===== src/rtl/assert_macros.svh =====
// ----------------------------------------------------------------------------
// assert_macros.svh
// Assertion shorthands used by the span engine datapath.
// ----------------------------------------------------------------------------
`ifndef ASSERT_MACROS_SVH
`define ASSERT_MACROS_SVH

// same-cycle implication
`define CSFR_CHK_NOW(lbl, clk, rst, ante, cons, msg) \
   lbl: assert property (@(posedge clk) disable iff (rst) (ante) |-> (cons)) \
      else $error(msg);

// next-cycle implication
`define CSFR_CHK_NXT(lbl, clk, rst, ante, cons, msg) \
   lbl: assert property (@(posedge clk) disable iff (rst) (ante) |=> (cons)) \
      else $error(msg);

`endif


===== src/rtl/csfr_pkg.sv =====
// ----------------------------------------------------------------------------
// csfr_pkg
// Types and constants of the clipped span fill / remap engine.
// ----------------------------------------------------------------------------
package csfr_pkg;

   localparam int unsigned CSR_IDX_W     = 3;
   localparam int unsigned CSR_DATA_W    = 16;
   localparam int unsigned REMAP_ENTRIES = 256;

   localparam logic [1:0] ACT_SPAN   = 2'd0;
   localparam logic [1:0] ACT_WPIX   = 2'd1;
   localparam logic [1:0] ACT_RPIX   = 2'd2;
   localparam logic [1:0] ACT_REMAPW = 2'd3;

   localparam logic [CSR_IDX_W-1:0] REG_CLIP_LEFT    = 3'd0;
   localparam logic [CSR_IDX_W-1:0] REG_CLIP_RIGHT   = 3'd1;
   localparam logic [CSR_IDX_W-1:0] REG_BAND_TOP     = 3'd2;
   localparam logic [CSR_IDX_W-1:0] REG_BAND_BOTTOM  = 3'd3;
   localparam logic [CSR_IDX_W-1:0] REG_REMAP_ENABLE = 3'd4;

   localparam logic [15:0] CLIP_LEFT_RST   = 16'd0;
   localparam logic [15:0] CLIP_RIGHT_RST  = 16'd320;
   localparam logic [15:0] BAND_TOP_RST    = 16'd0;
   localparam logic [15:0] BAND_BOTTOM_RST = 16'd200;

   typedef struct packed {
      logic [1:0]  action;
      logic [7:0]  color;
      logic [15:0] col;
      logic [15:0] row;
      logic [15:0] span_width;
      logic [15:0] pixel_addr;
      logic [7:0]  remap_index;
   } req_type;

   typedef struct packed {
      logic [14:0] pixels_drawn;
      logic        rejected;
      logic [7:0]  read_byte;
   } rsp_type;

   typedef struct packed {
      logic load;
      logic chk;
      logic lclip;
      logic endc;
      logic rclip;
      logic red_load;
      logic red_step;
      logic fill_issue;
      logic pix_wr;
      logic pix_rd;
      logic remap_wr;
      logic rsp_load;
   } cmd_type;

   typedef struct packed {
      logic [1:0] act;
      logic       rej;
      logic       red_done;
      logic       fill_last;
      logic       fill_hold;
      logic       pipe_busy;
      logic       rsp_free;
   } sts_type;

   typedef enum logic [3:0] {
      ST_IDLE,
      ST_DISPATCH,
      ST_CHECK,
      ST_LCLIP,
      ST_ENDC,
      ST_RCLIP,
      ST_ADDR,
      ST_REDUCE,
      ST_FILL,
      ST_DRAIN,
      ST_PWRITE,
      ST_PREAD,
      ST_DONE
   } state_type;

endpackage


===== src/rtl/csfr_ctrl.sv =====
// ----------------------------------------------------------------------------
// csfr_ctrl
// Span engine sequencer: clip, address reduce, fill, pixel/remap op, reply.
// ----------------------------------------------------------------------------
module csfr_ctrl (
   input  logic               clock,
   input  logic               reset,
   input  logic               req_valid,
   output logic               req_ready,
   input  csfr_pkg::sts_type  sts,
   output csfr_pkg::cmd_type  cmd
);

   csfr_pkg::state_type state_ff, state_in;

   always_ff @(posedge clock) begin
      if (reset) begin
         state_ff <= csfr_pkg::ST_IDLE;
      end else begin
         state_ff <= state_in;
      end
   end

   always_comb begin
      state_in  = state_ff;
      cmd       = '0;
      req_ready = 1'b0;
      unique case (state_ff)
         csfr_pkg::ST_IDLE: begin
            req_ready = 1'b1;
            if (req_valid) begin
               cmd.load = 1'b1;
               state_in = csfr_pkg::ST_DISPATCH;
            end
         end
         csfr_pkg::ST_DISPATCH: begin
            unique case (sts.act)
               csfr_pkg::ACT_SPAN: state_in = csfr_pkg::ST_CHECK;
               csfr_pkg::ACT_WPIX,
               csfr_pkg::ACT_RPIX: begin
                  cmd.red_load = 1'b1;
                  state_in     = csfr_pkg::ST_REDUCE;
               end
               csfr_pkg::ACT_REMAPW: begin
                  cmd.remap_wr = 1'b1;
                  state_in     = csfr_pkg::ST_DONE;
               end
            endcase
         end
         csfr_pkg::ST_CHECK: begin
            cmd.chk  = 1'b1;
            state_in = csfr_pkg::ST_LCLIP;
         end
         csfr_pkg::ST_LCLIP: begin
            if (sts.rej) begin
               state_in = csfr_pkg::ST_DONE;
            end else begin
               cmd.lclip = 1'b1;
               state_in  = csfr_pkg::ST_ENDC;
            end
         end
         csfr_pkg::ST_ENDC: begin
            if (sts.rej) begin
               state_in = csfr_pkg::ST_DONE;
            end else begin
               cmd.endc = 1'b1;
               state_in = csfr_pkg::ST_RCLIP;
            end
         end
         csfr_pkg::ST_RCLIP: begin
            cmd.rclip = 1'b1;
            state_in  = csfr_pkg::ST_ADDR;
         end
         csfr_pkg::ST_ADDR: begin
            if (sts.rej) begin
               state_in = csfr_pkg::ST_DONE;
            end else begin
               cmd.red_load = 1'b1;
               state_in     = csfr_pkg::ST_REDUCE;
            end
         end
         csfr_pkg::ST_REDUCE: begin
            cmd.red_step = 1'b1;
            if (sts.red_done) begin
               unique case (sts.act)
                  csfr_pkg::ACT_SPAN:   state_in = csfr_pkg::ST_FILL;
                  csfr_pkg::ACT_WPIX:   state_in = csfr_pkg::ST_PWRITE;
                  csfr_pkg::ACT_RPIX:   state_in = csfr_pkg::ST_PREAD;
                  csfr_pkg::ACT_REMAPW: state_in = csfr_pkg::ST_DONE;
               endcase
            end
         end
         csfr_pkg::ST_FILL: begin
            if (!sts.fill_hold) begin
               cmd.fill_issue = 1'b1;
               if (sts.fill_last) begin
                  state_in = csfr_pkg::ST_DRAIN;
               end
            end
         end
         csfr_pkg::ST_DRAIN: begin
            if (!sts.pipe_busy) begin
               state_in = csfr_pkg::ST_DONE;
            end
         end
         csfr_pkg::ST_PWRITE: begin
            cmd.pix_wr = 1'b1;
            state_in   = csfr_pkg::ST_DONE;
         end
         csfr_pkg::ST_PREAD: begin
            cmd.pix_rd = 1'b1;
            state_in   = csfr_pkg::ST_DONE;
         end
         csfr_pkg::ST_DONE: begin
            if (sts.rsp_free) begin
               cmd.rsp_load = 1'b1;
               state_in     = csfr_pkg::ST_IDLE;
            end
         end
         default: state_in = csfr_pkg::ST_IDLE;
      endcase
   end

endmodule


===== config.mk =====
export PLATFORM = sky130hd
export DESIGN_NAME = csfr_ctrl
export DESIGN_NICKNAME = d
export VERILOG_FILES = /design/src/rtl/assert_macros.svh /design/src/rtl/csfr_pkg.sv /design/src/rtl/csfr_ctrl.sv
export SDC_FILE = /design/constraint.sdc
export NUM_CORES = 1
export LEC_CHECK = 0
export ABC_AREA = 1
export ABC_CLOCK_PERIOD_IN_PS = 1300
export BUFFER_PORTS_ARGS = -buffer_cell sky130_fd_sc_hd__buf_4
export CORE_AREA = 2 2 39 41
export CTS_BUF_LIST = sky130_fd_sc_hd__clkbuf_2 sky130_fd_sc_hd__clkbuf_4 sky130_fd_sc_hd__clkbuf_8
export DETAILED_ROUTE_END_ITERATION = 12
export DIE_AREA = 0 0 41 43
export PLACE_DENSITY = 0.73
export SLEW_MARGIN = 20
export SYNTH_ARGS = -nofsm -noshare
export SYNTH_HDL_FRONTEND = slang
export SYNTH_SLANG_ARGS = --single-unit

===== constraint.sdc =====
create_clock -name clock -period 1.3 [get_ports clock]
set_input_delay 0.26 -clock clock [delete_from_list [all_inputs] [get_ports clock]]
set_output_delay 0.26 -clock clock [all_outputs]
set_load 0.05 [all_outputs]

-- After elaboration in Yosys (flattened, before gate mapping)
Index checks and enable logic that the tools add are counted.
- bits of input ports: 11
- bits in registers: 4
- logic and storage cells: 58
- output and inout bits: 13
- reductions and logical operators: 5
- equal/unequal tests: 21
- mux-type cells: 31
- operator list (kind ; count):
    4-bit case mux with 12 select lines ; 1
    4-bit 2-to-1 mux ; 9
    4-bit equality test (second input constant) ; 5
    1-bit 2-to-1 mux ; 18
    4-bit by 3-bit equality test with 1-bit output (second input constant) ; 4
    4-bit case mux with 4 select lines ; 1
    2-bit inequality test (second input constant) ; 6
    4-bit case mux with 3 select lines ; 1
    4-bit by 2-bit equality test with 1-bit output (second input constant) ; 2
    6-bit AND reduction ; 1
    2-bit equality test (second input constant) ; 2
    4-bit by 1-bit equality test with 1-bit output (second input constant) ; 1
    4-bit zero test ; 1
    2-bit OR reduction ; 2
    2-bit by 1-bit equality test with 1-bit output (second input constant) ; 1
    2-bit zero test ; 1
    1-bit case mux with 2 select lines ; 1

-- Longest topological paths before layout
- depth after elaboration: 4
- mapped depth: 9
- gate-level depth less buffers: 9

-- Least setup slack after synthesis
OpenSTA, ideal clock, no wires.
- path kind: register -> output
- start point: reg state_ff[2]
- end point: out cmd[0] in the netlist's numbering
- stages on the path, launching flop included: 3
- path buffers: 0
- slack: -1.062 ns
- arrival time: 2.102 ns
- data required time: 1.040 ns
- path through: dfxtp_1 > inv_2 > nor4_1
- RTL lines (what ; line ; source):
    start: declaration ; csfr_ctrl.sv:14 ; csfr_pkg::state_type state_ff, state_in;
    start signal: assignment ; csfr_ctrl.sv:18 ; state_ff <= csfr_pkg::ST_IDLE;
    start signal: assignment ; csfr_ctrl.sv:20 ; state_ff <= state_in;
    end: declaration ; csfr_ctrl.sv:11 ; output csfr_pkg::cmd_type cmd

==> run summary <==
The analysis attributes to cell leakage a power of 0.6620 nW. The number of H-tree levels is 1. The register with the most flip-flops in the layout has 4 of them.

By count the netlist is led by sky130_fd_sc_hd__nand2_1 (38), sky130_fd_sc_hd__inv_1 (24), sky130_fd_sc_hd__nor2_1 (15), sky130_fd_sc_hd__nand3_1 (7). Timing would allow up to 650.2 MHz. First-pass GRT wire length: 3670 µm. In this run the worst hold path is classified as primary input to register. For the via count of the first global-routing pass, the log shows 886. For hold timing, the worst endpoint is state_ff[0]$_SDFFE_PP0P_. The starting density of the core was 0.4186. Critical path's slowest cell: sky130_fd_sc_hd__dfxtp_4. The routing usage on met2 was 0.5500. The reported max-cap violation count was 0.

The largest registers in the layout are state_ff x4. The total track usage was 0.3062. Synthesis produced 109 cells.

The startpoint identified for the worst hold timing path is reset. The clock period minus worst slack works out to 1.538 ns. Using the TritonRoute via totals, the vias-per-cell ratio works out to 5.616.

Counting flops with a built-in enable in the synthesized netlist gives 0. The post-synthesis sequential area ratio came out at 0.1382. Summing all flip-flop and latch instances after layout gives 95.09 µm².

The routed design has 3178 µm of wire. The detailed router finished its first iteration with 41 violations. Counting both buffers and inverters, the worst setup path holds a total of 2. Pre-CTS setup slack: -0.08106 ns. The flow ran to the end, but the final reports show violations.

Worst flop-to-flop path endpoint: state_ff[2]$_SDFFE_PP0P_. X dimension of the die: 41 µm. The run gives 0.8583 as the worst slew slack as a fraction of its limit. The top cell family by delay on the critical path was flip-flops. The worst vdd rail ir drop was 1.586 mV. Cell internal power was estimated by the tool at 1.314 mW. Across all register-to-register paths, the minimum setup slack is -0.18 ns. The largest stage delay on the critical path came out at 0.41 ns. The final number of max-transition violations was 0. Total nets after synthesis: 124. The logs give 2 for the maximum number of buffers from clock root to sink and 24 for the number of top-level pins.

The leading register cell type out of synthesis was sky130_fd_sc_hd__dfxtp_1. The dominant cell by count in the synthesized netlist is sky130_fd_sc_hd__nand2_1. The final number of hold-violating endpoints was 0. For the post-layout worst setup margin, the log shows -0.2379 ns.

Summing over every cut layer, the via total after detailed routing is 966. The maximum number of pins on one net before global-route repair was 7; the number of diodes was 0. The clock-pin slew reported for the worst setup and hold paths after clock tree synthesis is 0.04 ns, and the share of async-settable or async-resettable flops after synthesis is 0. The number of port buffers came out at 23. The number of different library cells used by synthesis comes to 15. Detailed placement finished with a half-perimeter wire length of 1433 µm.

The source of the worst register-to-register timing path was state_ff[2]$_SDFFE_PP0P_. Yosys attributes the largest share of cell area to sky130_fd_sc_hd__nand2_1 (25%), sky130_fd_sc_hd__inv_1 (16%), sky130_fd_sc_hd__dfxtp_1 (14%), sky130_fd_sc_hd__nor2_1 (9.7%), sky130_fd_sc_hd__ha_1 (8.6%). After layout, the design draws a total of 2.957 mW. The fraction of layout cells with a size suffix above 1 came out at 0.6603. Traced cell by cell, the critical path runs through inv_2, nor2_4, nand3_2, nand2_4, buf_8. The final reports fail on setup timing.

The TritonCTS buffer count came out at 3. The worst clock skew on the final layout was 0.002723 ns; the count of warnings emitted by yosys was 0. The tools report the combinational fraction of design power as 0.829. The share of the synthesized area in the top cell type came out at 0.2462. Setup repair after global routing could not meet its margin everywhere.

Worst-margin pin slew: 0.2109 ns. In this run the worst path has a maximum fanout of 6. Setup violations remaining at the end of the flow were counted as 17. The library cell used as clock root buffer is sky130_fd_sc_hd__clkbuf_4.

Summing all multi-input logic gate instances after layout gives 599.3 µm². The floorplan row count was 14. The congestion estimate from routability-driven global placement came to 0.8605. The pre-antenna-repair detailed-routing pass consisted of 4 iterations. TritonCTS built the clock tree.

In the final routed layout, each cell accounts on average for 18.48 µm. Power spread over the standard cell area amounts to 2270 nW/µm². The detail route stage leaves a number of antenna-violating nets equal to 0.

For this run the aggregate overflow at the end of global routing stands at 0. Ranked by flip-flop count, first place goes to state_ff. The global-route met3 utilization is 0.04712, and the required arrival time at the worst endpoint is 1.04 ns. For this run, design rule violations remaining after detail routing come to 0. The power spent charging and discharging nets was 1.643 mW; the area overhead of the layout relative to synthesis was 124.8%. The die is 43 µm tall.

The tools report the global-route track usage on met1 as 0.3280. In this run the most used layer during global routing was met2. The cell taking the most area after synthesis was sky130_fd_sc_hd__nand2_1. For the worst setup path, the data arrival time is 1.28 ns. The number of sinks on the clock net is 4. For the clock network latency to the later pin of the worst-skew pair, the log shows 0.24 ns. The clock network power share was 0.052.

The number of antenna violations at the first check in global routing came out at 0. The synthesized area per cell is 5.315 µm². The final clock period utilization by the worst path was 1.183. The die covers 1763 µm². After routing, the total negative slack on setup checks comes to -2.945 ns.

The core box area was 1384 µm²; the number of nets in the final layout was 173. The mapped netlist covers 579.3 µm². The tools report the share of total power in sequential cells as 0.120.

The filler cells instantiated in the layout total 45. The tools report the hold buffer count at cts as 0. The switching part of the total power is 0.5555, and the depth of the worst register-to-register path is 9. STA classifies the critical path endpoint as an output pin.

STA classifies the critical path startpoint as a register. The startpoint-to-endpoint class of the critical path was register to output pin. Counting instances, the worst hold path has a depth of 2.

The register bit total from synthesis came out at 4.
[per-layer routing]
metal / vias up / part of all wire
met5: - / 0
met4: 0 / 0.035
li1: 423 / -
met2: 71 / 0.53
met3: 14 / 0.075
met1: 458 / 0.36
[metrics by stage]
stage                     hold slack, ns    util  instances  cell area (µm²)
after floorplan                   0.3151       -        109            676.9
after CTS                         0.2043  0.8689        171             1202
after global routing              0.2204  0.9412        172             1303
after global placement            0.4377  0.7043        162            974.7
final                             0.2210  0.9412        172             1303
after detailed placement          0.4445  0.7043        162            974.7
[cells by family after synthesis]
kind of cell / Yosys count / synth area share
fa+ha+maj: 4 / 0.08640
compound gates: 4 / 0.04103
simple gates: 71 / 0.5659
flops: 4 / 0.1382
buf+inv: 26 / 0.1685
[power groups by stage]
stage                     Clock (mW)  Combinational, mW  Sequential, mW
after floorplan                    0               1.10           0.261
after global placement             0               1.67           0.260
after detailed placement           0               1.69           0.260
after CTS                      0.155               2.09           0.316
after global routing           0.163               2.55           0.355
final                          0.153               2.45           0.354
[worst max-delay path by stage]
| stage | start | end | cells past startpoint |
|---|---|---|---|
| 2_1_floorplan | state_ff[1]$_SDFFE_PP0P_ | cmd[0] | 3 |
| 3_3_place_gp | sts[6] | cmd[6] | 6 |
| 3_5_place_dp | state_ff[2]$_SDFFE_PP0P_ | state_ff[3]$_SDFFE_PP0P_ | 8 |
| 4_1_cts | state_ff[3]$_SDFFE_PP0P_ | cmd[6] | 5 |
| 5_1_grt | state_ff[2]$_SDFFE_PP0P_ | cmd[4] | 5 |
| 6_report | state_ff[0]$_SDFFE_PP0P_ | cmd[6] | 5 |
[final cells by class]
type | count | share of cell area
multi-input combinational | 79 | 0.4601
timing repair buffer | 44 | 0.3429
inverter | 26 | 0.09126
tap | 16 | 0.01537
clock buffer | 3 | 0.01729
sequential | 4 | 0.07301
[timing repair]
| item | CTS | global route |
|---|---|---|
| setup endpoints to repair | 16 | 17 |
| setup buffers | 6 | 1 |
| endpoints found under the hold margin | 0 | 0 |
| pin swaps | 13 | 9 |
| gates resized for setup | 49 | 29 |
[worst reg2reg max path, delay by kind of cell, from the launching register on]
kind                   cells  cell delay, ns
and+or+nand+nor            5            0.51
buffers and inverters      3            0.40
DFF                        1            0.38
AOI/OAI and AO/OA          1            0.13
[cells in the final DEF, fill, tap and decap left out, types with 2 or more instances in the layout]
cell type,synthesis,layout
sky130_fd_sc_hd__ha_1,4,4
sky130_fd_sc_hd__nand2_2,0,7
sky130_fd_sc_hd__nand3_1,7,4
sky130_fd_sc_hd__nand2_4,0,6
sky130_fd_sc_hd__nor2_2,2,2
sky130_fd_sc_hd__a21oi_2,1,4
sky130_fd_sc_hd__nand2_1,38,25
sky130_fd_sc_hd__nand3_2,3,6
sky130_fd_sc_hd__dfxtp_4,0,4
sky130_fd_sc_hd__nor2_4,3,14
sky130_fd_sc_hd__clkbuf_4,0,3
sky130_fd_sc_hd__buf_6,0,15
sky130_fd_sc_hd__inv_4,0,2
sky130_fd_sc_hd__inv_1,24,15
sky130_fd_sc_hd__buf_8,0,8
sky130_fd_sc_hd__buf_4,0,21
sky130_fd_sc_hd__nor2_1,15,4
sky130_fd_sc_hd__inv_2,2,6
No activity file was read; power rests on OpenSTA's default activity.
